`config.mk`:
```
export PLATFORM = sky130hd
export DESIGN_NAME = fixed_frame_crc8_deframer
export DESIGN_NICKNAME = d
export VERILOG_FILES = /design/src/rtl/core/fcd_pkg.sv /design/src/rtl/core/fcd_datapath.sv /design/src/rtl/core/fcd_ctrl.sv /design/src/rtl/core/fixed_frame_crc8_deframer.sv
export SDC_FILE = /design/constraint.sdc
export NUM_CORES = 1
export LEC_CHECK = 0
export BUFFER_PORTS_ARGS = -buffer_cell sky130_fd_sc_hd__buf_2
export CORE_AREA = 2 2 113 115
export CTS_CLUSTER_SIZE = 24
export DETAILED_ROUTE_END_ITERATION = 10
export DIE_AREA = 0 0 115 117
export PLACE_DENSITY = 0.81
export SYNTH_ARGS = -nofsm -noshare
export SYNTH_HDL_FRONTEND = slang
export SYNTH_HIERARCHICAL = 1
export SYNTH_SLANG_ARGS = --single-unit
```
`constraint.sdc`:
```
create_clock -name clk -period 4.75 [get_ports clk]
set_input_delay 0.7125 -clock clk [delete_from_list [all_inputs] [get_ports clk]]
set_output_delay 0.7125 -clock clk [all_outputs]
set_load 0.01 [all_outputs]
```
`src/rtl/core/fcd_pkg.sv`:
```
// Shared constants, command/status types and the CRC-8 step for the frame deframer.
package fcd_pkg;

  localparam int unsigned FRAME_LEN = 15;
  localparam int unsigned LAST_PAY  = FRAME_LEN - 2;
  localparam int unsigned IDX_W     = $clog2(FRAME_LEN);
  localparam int unsigned FILL_W    = $clog2(FRAME_LEN + 1);
  localparam int unsigned OUT_IDX_W = 6;

  localparam logic [7:0] START_MARK = 8'hdd;
  localparam logic [7:0] CRC_INIT   = 8'h00;
  localparam logic [7:0] CRC_POLY   = 8'h07;

  typedef struct packed {
    logic shift;
    logic idx_init;
    logic crc_step;
    logic fill_clr;
    logic emit_load;
  } ctl_cmd_t;

  typedef struct packed {
    logic fill_full;
    logic marker_ok;
    logic crc_match;
    logic idx_last;
    logic out_free;
  } dp_stat_t;

  function automatic logic [7:0] crc8_byte(input logic [7:0] crc, input logic [7:0] b);
    logic [7:0] c;
    c = crc ^ b;
    for (int k = 0; k < 8; k++) begin
      if (c[7]) begin
        c = {c[6:0], 1'b0} ^ CRC_POLY;
      end else begin
        c = {c[6:0], 1'b0};
      end
    end
    return c;
  endfunction

endpackage

```
`src/rtl/core/fcd_datapath.sv`:
```
// Datapath: byte window, fill count, CRC accumulator, read index and output register.
module fcd_datapath (
  input  logic             clk,
  input  logic             rst_n,
  input  fcd_pkg::ctl_cmd_t cmd,
  output fcd_pkg::dp_stat_t st,
  input  logic [7:0]       in_rx_byte,
  output logic             out_valid,
  input  logic             out_ready,
  output logic [7:0]       out_payload_byte,
  output logic [5:0]       out_byte_index,
  output logic             out_last
);
  import fcd_pkg::*;

  logic [7:0]           window_r [FRAME_LEN];
  logic [FILL_W-1:0]    fill_r;
  logic [7:0]           crc_r;
  logic [IDX_W-1:0]     idx_r;
  logic                 out_valid_r;
  logic [7:0]           out_byte_r;
  logic [OUT_IDX_W-1:0] out_idx_r;
  logic                 out_last_r;
  logic [7:0]           rd_byte;
  logic                 idx_last;

  assign rd_byte  = window_r[idx_r];
  assign idx_last = (idx_r == IDX_W'(LAST_PAY));

  // Slide the window towards the oldest end.
  always_ff @(posedge clk) begin
    if (cmd.shift) begin
      for (int i = 0; i < FRAME_LEN - 1; i++) begin
        window_r[i] <= window_r[i+1];
      end
      window_r[FRAME_LEN-1] <= in_rx_byte;
    end
  end

  always_ff @(posedge clk) begin
    if (!rst_n) begin
      fill_r <= '0;
    end else if (cmd.fill_clr) begin
      fill_r <= '0;
    end else if (cmd.shift && (fill_r != FILL_W'(FRAME_LEN))) begin
      fill_r <= fill_r + FILL_W'(1);
    end
  end

  always_ff @(posedge clk) begin
    if (cmd.idx_init) begin
      idx_r <= IDX_W'(1);
      crc_r <= CRC_INIT;
    end else if (cmd.crc_step) begin
      crc_r <= crc8_byte(crc_r, rd_byte);
      idx_r <= idx_r + IDX_W'(1);
    end else if (cmd.emit_load) begin
      idx_r <= idx_r + IDX_W'(1);
    end
  end

  always_ff @(posedge clk) begin
    if (!rst_n) begin
      out_valid_r <= 1'b0;
    end else if (cmd.emit_load) begin
      out_valid_r <= 1'b1;
    end else if (out_ready) begin
      out_valid_r <= 1'b0;
    end
  end

  always_ff @(posedge clk) begin
    if (cmd.emit_load) begin
      out_byte_r <= rd_byte;
      out_idx_r  <= OUT_IDX_W'(idx_r - IDX_W'(1));
      out_last_r <= idx_last;
    end
  end

  assign st.fill_full = (fill_r == FILL_W'(FRAME_LEN));
  assign st.marker_ok = (window_r[0] == START_MARK);
  assign st.crc_match = (crc_r == window_r[FRAME_LEN-1]);
  assign st.idx_last  = idx_last;
  assign st.out_free  = !out_valid_r || out_ready;

  assign out_valid        = out_valid_r;
  assign out_payload_byte = out_byte_r;
  assign out_byte_index   = out_idx_r;
  assign out_last         = out_last_r;

  a_no_overwrite: assert property (@(posedge clk) disable iff (!rst_n)
    cmd.emit_load |-> (!out_valid_r || out_ready))
    else $error("output word overwritten while stalled");

  a_clear_only_full: assert property (@(posedge clk) disable iff (!rst_n)
    cmd.fill_clr |-> (fill_r == FILL_W'(FRAME_LEN)))
    else $error("frame accepted without a full window");

  a_crc_idx_range: assert property (@(posedge clk) disable iff (!rst_n)
    cmd.crc_step |-> ((idx_r >= IDX_W'(1)) && (idx_r <= IDX_W'(LAST_PAY))))
    else $error("CRC read outside the payload");

endmodule

```
`src/rtl/core/fcd_ctrl.sv`:
```
// Controller: sequences byte intake, frame test, CRC pass, check and payload emission.
module fcd_ctrl (
  input  logic              clk,
  input  logic              rst_n,
  input  logic              in_valid,
  output logic              in_ready,
  input  fcd_pkg::dp_stat_t st,
  output fcd_pkg::ctl_cmd_t cmd
);
  import fcd_pkg::*;

  localparam logic [2:0] ST_IDLE  = 3'd0;
  localparam logic [2:0] ST_TEST  = 3'd1;
  localparam logic [2:0] ST_CRC   = 3'd2;
  localparam logic [2:0] ST_CHECK = 3'd3;
  localparam logic [2:0] ST_EMIT  = 3'd4;

  logic [2:0] state_r;
  logic [2:0] state_nxt;

  always_comb begin
    state_nxt = state_r;
    cmd       = '0;
    in_ready  = 1'b0;
    case (state_r)
      ST_IDLE: begin
        in_ready = 1'b1;
        if (in_valid) begin
          cmd.shift = 1'b1;
          state_nxt = ST_TEST;
        end
      end
      ST_TEST: begin
        if (st.fill_full && st.marker_ok) begin
          cmd.idx_init = 1'b1;
          state_nxt    = ST_CRC;
        end else begin
          state_nxt = ST_IDLE;
        end
      end
      ST_CRC: begin
        cmd.crc_step = 1'b1;
        if (st.idx_last) begin
          state_nxt = ST_CHECK;
        end
      end
      ST_CHECK: begin
        if (st.crc_match) begin
          cmd.fill_clr = 1'b1;
          cmd.idx_init = 1'b1;
          state_nxt    = ST_EMIT;
        end else begin
          state_nxt = ST_IDLE;
        end
      end
      ST_EMIT: begin
        if (st.out_free) begin
          cmd.emit_load = 1'b1;
          if (st.idx_last) begin
            state_nxt = ST_IDLE;
          end
        end
      end
      default: begin
        state_nxt = ST_IDLE;
      end
    endcase
  end

  always_ff @(posedge clk) begin
    if (!rst_n) begin
      state_r <= ST_IDLE;
    end else begin
      state_r <= state_nxt;
    end
  end

  a_crc_exit: assert property (@(posedge clk) disable iff (!rst_n)
    (state_r == ST_CRC) |=> ((state_r == ST_CRC) || (state_r == ST_CHECK)))
    else $error("CRC pass left early");

  a_emit_hold: assert property (@(posedge clk) disable iff (!rst_n)
    ((state_r == ST_EMIT) && !st.out_free) |=> (state_r == ST_EMIT))
    else $error("emission abandoned while output stalled");

endmodule

```
`src/rtl/core/fixed_frame_crc8_deframer.sv`:
```
// Top level of the fixed-length frame deframer with CRC-8 check.
//
//  channel | ports                                          | direction
//  --------+------------------------------------------------+----------
//  in      | in_valid, in_ready, in_rx_byte[7:0]            | word in
//  out     | out_valid, out_ready, out_payload_byte[7:0],   | word out
//          | out_byte_index[5:0], out_last                  |
//
// Each received word passes through intake and a frame test when no frame
// starts at the oldest window byte. A candidate frame adds a byte-serial CRC
// pass over the FRAME_LEN-2 body bytes through the single window read port,
// a check step, then emission of FRAME_LEN-2 payload words.
// Reset (rst_n low, synchronous) clears the fill count, state and output
// valid; window contents are left as they are and never read before being
// written. An output stall holds the emission; intake waits until it ends.
module fixed_frame_crc8_deframer (
  input  logic       clk,
  input  logic       rst_n,
  input  logic       in_valid,
  output logic       in_ready,
  input  logic [7:0] in_rx_byte,
  output logic       out_valid,
  input  logic       out_ready,
  output logic [7:0] out_payload_byte,
  output logic [5:0] out_byte_index,
  output logic       out_last
);
  import fcd_pkg::*;

  ctl_cmd_t cmd;
  dp_stat_t st;

  // Controller: decide when to shift, check and emit.
  fcd_ctrl u_ctrl (
    .clk      (clk),
    .rst_n    (rst_n),
    .in_valid (in_valid),
    .in_ready (in_ready),
    .st       (st),
    .cmd      (cmd)
  );

  // Datapath: hold the window, advance the CRC, drive the output word.
  fcd_datapath u_dp (
    .clk              (clk),
    .rst_n            (rst_n),
    .cmd              (cmd),
    .st               (st),
    .in_rx_byte       (in_rx_byte),
    .out_valid        (out_valid),
    .out_ready        (out_ready),
    .out_payload_byte (out_payload_byte),
    .out_byte_index   (out_byte_index),
    .out_last         (out_last)
  );

endmodule

```
Word level (Yosys, flattened, before mapping)
Memories as Yosys holds them, arrays and structs flattened. A register that Yosys moved wholly into a read port is not among the register bits.
Cells that the tools add are included.
{"block": "totals", "reg_bits": 35, "latchBits": 0, "ramBits": 120, "romBits": 0, "input_bits": 12, "output_inout_bits": 17, "word_cells": 91, "mem_count": 1}
{"block": "op_classes", "n_addsub": 3, "multipliers": 0, "div_mod_pow": 0, "n_lt_le_gt_ge": 0, "eq_ne": 13, "n_shift": 0, "n_mux": 47, "bitwise": 10, "reduce_logical": 9}
{"memory": "u_dp.window_r", "depth": 15, "width": 8, "read_ports": 16, "rd_ports_with_merged_regs": 1, "wr": 15, "line": "fcd_datapath.sv:16", "text": "logic [7:0] window_r [FRAME_LEN];"}
{"cell": "8-bit 2-to-1 mux", "n": 14}
{"cell": "3-bit 2-to-1 mux", "n": 13}
{"cell": "3-bit NOT", "n": 8}
{"cell": "4-bit 2-to-1 mux", "n": 4}
{"cell": "3-bit one-hot mux with 5 select lines", "n": 1}
{"cell": "1-bit 2-to-1 mux", "n": 13}
{"cell": "4-bit by 1-bit adder with 4-bit output, second input constant", "n": 2}
{"cell": "4-bit equality test, second input constant", "n": 2}
{"cell": "8-bit equality test", "n": 1}
{"cell": "8-bit equality test, second input constant", "n": 1}
{"cell": "8-bit XOR", "n": 1}
{"cell": "3-bit by 2-bit equality test with 1-bit output, second input constant", "n": 2}
{"cell": "4-bit by 1-bit subtractor with 5-bit output, second input constant", "n": 1}
{"cell": "2-bit by 1-bit inequality test with 1-bit output, second input constant", "n": 2}
{"cell": "2-bit inequality test, second input constant", "n": 2}
{"cell": "4-bit inequality test, second input constant", "n": 1}
{"cell": "4-bit AND reduction", "n": 1}
{"cell": "2-bit nonzero test", "n": 2}
{"cell": "3-bit by 1-bit equality test with 1-bit output, second input constant", "n": 1}
{"cell": "3-bit equality test, second input constant", "n": 1}
{"cell": "3-bit logical NOT", "n": 1}
{"cell": "1-bit logical AND", "n": 2}
{"cell": "2-bit 2-to-1 mux", "n": 1}
{"cell": "1-bit one-hot mux with 2 select lines", "n": 1}
{"cell": "4 further kinds", "n": 4}

Depth between registers and ports, before layout
An unclocked memory read counts as a cell.
{"block": "depth", "ltp_word": 32, "mapped_depth": 11, "ltp_nobuf": 8}

Modules after synthesis
Netlist, hierarchy kept.
{"module": "fcd_datapath", "instances": 1, "cells_per_inst": 381, "area_each_um2": 6412.4, "seq_area_each_um2": 4444.3}
{"module": "fcd_ctrl", "instances": 1, "cells_per_inst": 22, "area_each_um2": 197.7, "seq_area_each_um2": 60.1}

Worst setup path after synthesis
Ideal clock, no wire load.
{"block": "synth_path", "path_kind": "register to register", "startpoint": "register u_ctrl.state_r[1]", "endpoint": "register u_dp.fill_r[3]", "setup_ps": 116, "arrival_time_ps": 4482, "t_required_ps": 4634, "setup_slack_ps": 152, "stages_incl_launch_ff": 8, "n_path_buf": 1, "period_less_slack_ps": 4598, "cell_sequence": "dfxtp_1 -> buf_4 -> nor3_1 -> and2_1 -> nand2b_1 -> nor2_1 -> xnor2_1 -> nor2_1"}
{"item": "start, declared", "line": "fcd_ctrl.sv:18", "text": "logic [2:0] state_r;"}
{"item": "start signal, assigned", "line": "fcd_ctrl.sv:74", "text": "state_r <= state_nxt;"}
{"item": "end signal, assigned", "line": "fcd_datapath.sv:46", "text": "fill_r <= fill_r + FILL_W'(1);"}
{"item": "end, declared", "line": "fcd_datapath.sv:17", "text": "logic [FILL_W-1:0] fill_r;"}

==> impl_metrics.ini <==
[outcome]
run_status = finished, final reports clean

[route]
detailroute.wirelength.met3_um = 483
drt-initial-drc-count = 303
via_count = 3496
drt_pre_antenna_iters = 4
drt-total-wl_mm = 11.9
wl_per_cell_um = 19.7
route.antenna.remaining_nets = 0
residual_drc = 0
top_signal_layer_used = met4
met2WireLength_mm = 5.92
routed_via_density = 5.79
wl_met1_mm = 5.25

[logic_synthesis]
post_synthesis_cells = 403
synth-simple-area-share_pct = 7.12
synth_xor_xnor_area_share_pct = 5.24
area_fraction_in_compound_gates_after_synthesis_pct = 3.96
post_synthesis_async_set_or_reset_flop_share_pct = 0
largest_family_of_logic_cells_by_synthesized_area = multiplexers
synthesized_net_count = 419
seq_area_frac_synth_pct = 68.1
synth_edf_count = 134
synth_cell_type_count = 52
yosys_reg_bits = 158
adder_cell_share_of_the_synthesized_area_pct = 0.757
netlist_area_mm2 = 0.00661
post_synth_mux_area_share_pct = 12.7
postSynth.topFlopCell = sky130_fd_sc_hd__edfxtp_1
yosysWarningCount = 6
syn-mean-instance-area_um2 = 16.4

[timing]
postLayoutSetupSlackWorst_ns = 1.35
layout_worst_path_cycle_share_pct = 71.6
final-setup-viol-count = 0
rsz0062_at_grt = false
final_max_slew_viol_count = 0
slew-limit-headroom_pct = 33.4
finalWorstPathRequiredPeriod_ns = 3.40
tightest_slew_ns = 0.997
final_setup_tns_ns = 0
hold_viol = 0
finalClockSkew_ns = 0.00811
max_clock_freq_mhz = 294

[power_and_ir_drop]
powerDensity_mw_per_mm2 = 464
leakagePower_nw = 2.69
vdd_ir_drop_max_mv = 0.240

[global_routing]
grt.overflow.total = 0
grt_max_degree = 49
grt_pass1_vias = 3566
wire_length_of_the_first_global_routing_pass_mm = 18.9
groute.usage.overall_pct = 19.3
grt_antenna_before_repair = 0

[clock_network]
clockRootBuffer = sky130_fd_sc_hd__clkbuf_16
ctsHoldBuffers = 0
clock_slew_at_reported_path_ffs_ns = 0.06
post_cts.resized_instances = 0
tritoncts = built
htree_num_levels = 4
cts_buffers = 17
clk_latency_worst_skew_pair_ns = 0.42
clk_path_buf_depth = 2
postCtsSetupBuffers = 0
cts_sinks = 158

[worst_setup_path]
crit_path_end_kind = register
worstSetupStartpointType = register
worstPathArrival_ns = 3.70
crit_path_max_fanout = 28
worst_ep_required_time_ns = 5.05
crit_path_kind = reg2reg

[die]
dieArea_mm2 = 0.0135
chipHeight_um = 117
num_rows = 41
io_pins = 29
core_region_area_mm2 = 0.0123
initial_utilization_pct = 53.7
die_w_um = 115

[flow_run]
drv.max_cap_violation_count = 0

[min_path]
hp-class = reg2reg

[layout]
synthToLayoutAreaGrowth_pct = 12.9
num-fill-cells = 911
final_layout_size_suffix_gt1_share_pct = 21.6
antenna_cells = 0
num-nets-final = 457

[placed_design]
detailedPlace.worstSlack_ns = 1.30
detailedPlacementHpwl_mm = 7.72
placement.io_buffers = 28
gp_congestion = 0.765
[state kept, by name, indices dropped and copies added, names as in the netlist, named ones only]
name,flops
u_dp/fill_r,4
u_ctrl/state_r,3
u_dp/out_last,1
u_dp/out_byte_index,5
u_dp/out_valid,1
u_dp/window_r,120
u_dp/idx_r,4
u_dp/crc_r,8
u_dp/out_payload_byte,8
[cells in the final DEF (no fill, tap or decap), types with 11 or more instances in the layout]
cell type / count
sky130_fd_sc_hd__edfxtp_1: 134
sky130_fd_sc_hd__buf_2: 28
sky130_fd_sc_hd__mux2i_1: 25
sky130_fd_sc_hd__dfxtp_1: 23
sky130_fd_sc_hd__mux4_2: 21
sky130_fd_sc_hd__nor2_1: 21
sky130_fd_sc_hd__xnor2_1: 19
sky130_fd_sc_hd__clkbuf_16: 17
sky130_fd_sc_hd__nand2b_1: 15
sky130_fd_sc_hd__a21oi_1: 12
sky130_fd_sc_hd__nand2_1: 11
sky130_fd_sc_hd__xor2_1: 11
[cell type report]
| type | count | area, um2 | area share (%) |
|---|---|---|---|
| Inverter | 9 | 33.8 | 0.452 |
| Sequential cell | 158 | 4510 | 60.3 |
| Multi-Input combinational cell | 219 | 1970 | 26.4 |
| Clock buffer | 21 | 450 | 6.03 |
| Clock inverter | 11 | 119 | 1.59 |
| Tap cell | 150 | 188 | 2.51 |
| Timing Repair Buffer | 36 | 200 | 2.68 |
[metrics by stage]
stage / utilization (%) / power (mW) / hold WS [ns] / std cells / instance area, um2
2_1_floorplan: - / 2.09 / 0.419 / 403 / 6610
3_3_place_gp: 56.0 / 2.16 / 0.423 / 572 / 6900
3_5_place_dp: 56.0 / 2.19 / 0.430 / 572 / 6900
4_1_cts: 60.6 / 3.50 / 0.445 / 604 / 7470
5_1_grt: 60.6 / 3.60 / 0.452 / 604 / 7470
6_report: 60.6 / 3.47 / 0.448 / 604 / 7470
[synthesized netlist by cell type (all sizes together) (2+ instances only)]
master	count	share of area, %
dfxtp	24	7.3
xor2	11	1.5
clkbuf	7	0.40
a21oi	12	0.91
mux2i	26	4.0
ha	4	0.76
nand2	11	0.62
nor3b	3	0.34
mux4	21	7.2
nor2	21	1.2
nand3b	2	0.23
xnor2	20	2.8
o211ai	2	0.23
and3	3	0.28
nand3	3	0.23
buf	10	1.2
inv	9	0.51
or2	2	0.19
and2	2	0.19
a22o	2	0.27
o211a	3	0.45
nand2b	15	1.4
o21ai	8	0.66
nor3	9	0.76
edfxtp	134	61
mux2	9	1.5
and4b	2	0.36
o22ai	3	0.28
nand4	4	0.38
nor2b	5	0.47
xnor3	3	1.0
a21boi	2	0.23
a211o	2	0.27
[worst paths after layout]
kind,start,endpoint,slack [ns],cells past startpoint
hold / removal,u_dp/window_r[12][6]$_DFFE_PP_,u_dp/window_r[11][6]$_DFFE_PP_,0.45,0
setup reg to reg,register,u_dp/crc_r[2]$_SDFFE_PP0P_,1.35,9
setup / recovery,register,u_dp/crc_r[2]$_SDFFE_PP0P_,1.35,9
hold reg to reg,u_dp/window_r[12][6]$_DFFE_PP_,u_dp/window_r[11][6]$_DFFE_PP_,0.45,0
[report_power, final]
part           internal (mW)  switching [mW]  total, mW
clock                  0.783           0.523       1.31
sequential              1.61          0.0890       1.70
combinational          0.240           0.219      0.458
[critical path, cell delays in order, from the launching register on]
cell and delay [ns]:
sky130_fd_sc_hd__dfxtp_2 0.95, sky130_fd_sc_hd__buf_4 0.29, sky130_fd_sc_hd__mux2_1 0.33, sky130_fd_sc_hd__mux4_2 0.51, sky130_fd_sc_hd__nor3_1 0.22, sky130_fd_sc_hd__nor3_1 0.09
sky130_fd_sc_hd__nand3b_1 0.22, sky130_fd_sc_hd__and3_1 0.19, sky130_fd_sc_hd__nor3_2 0.13, sky130_fd_sc_hd__mux2_1 0.34
[cell families (layout without fill, tap and decap cells)]
| logic type | Yosys count | in the layout |
|---|---|---|
| AOI/OAI and AO/OA | 39 | 39 |
| xor gates and xnor gates | 34 | 34 |
| adders and majority gates | 4 | 4 |
| buffers and inverters | 26 | 77 |
| DFF | 158 | 158 |
| muxes | 56 | 56 |
| and+or+nand+nor | 86 | 86 |
[metal layers]
metal  vias to the layer above  GRT usage [%]
met5                         -              0
met4                         0           9.48
met3                        20           4.74
met2                       102           29.9
met1                      1758           25.8
li1                       1616              -
Power figures use the tool's default switching activity.
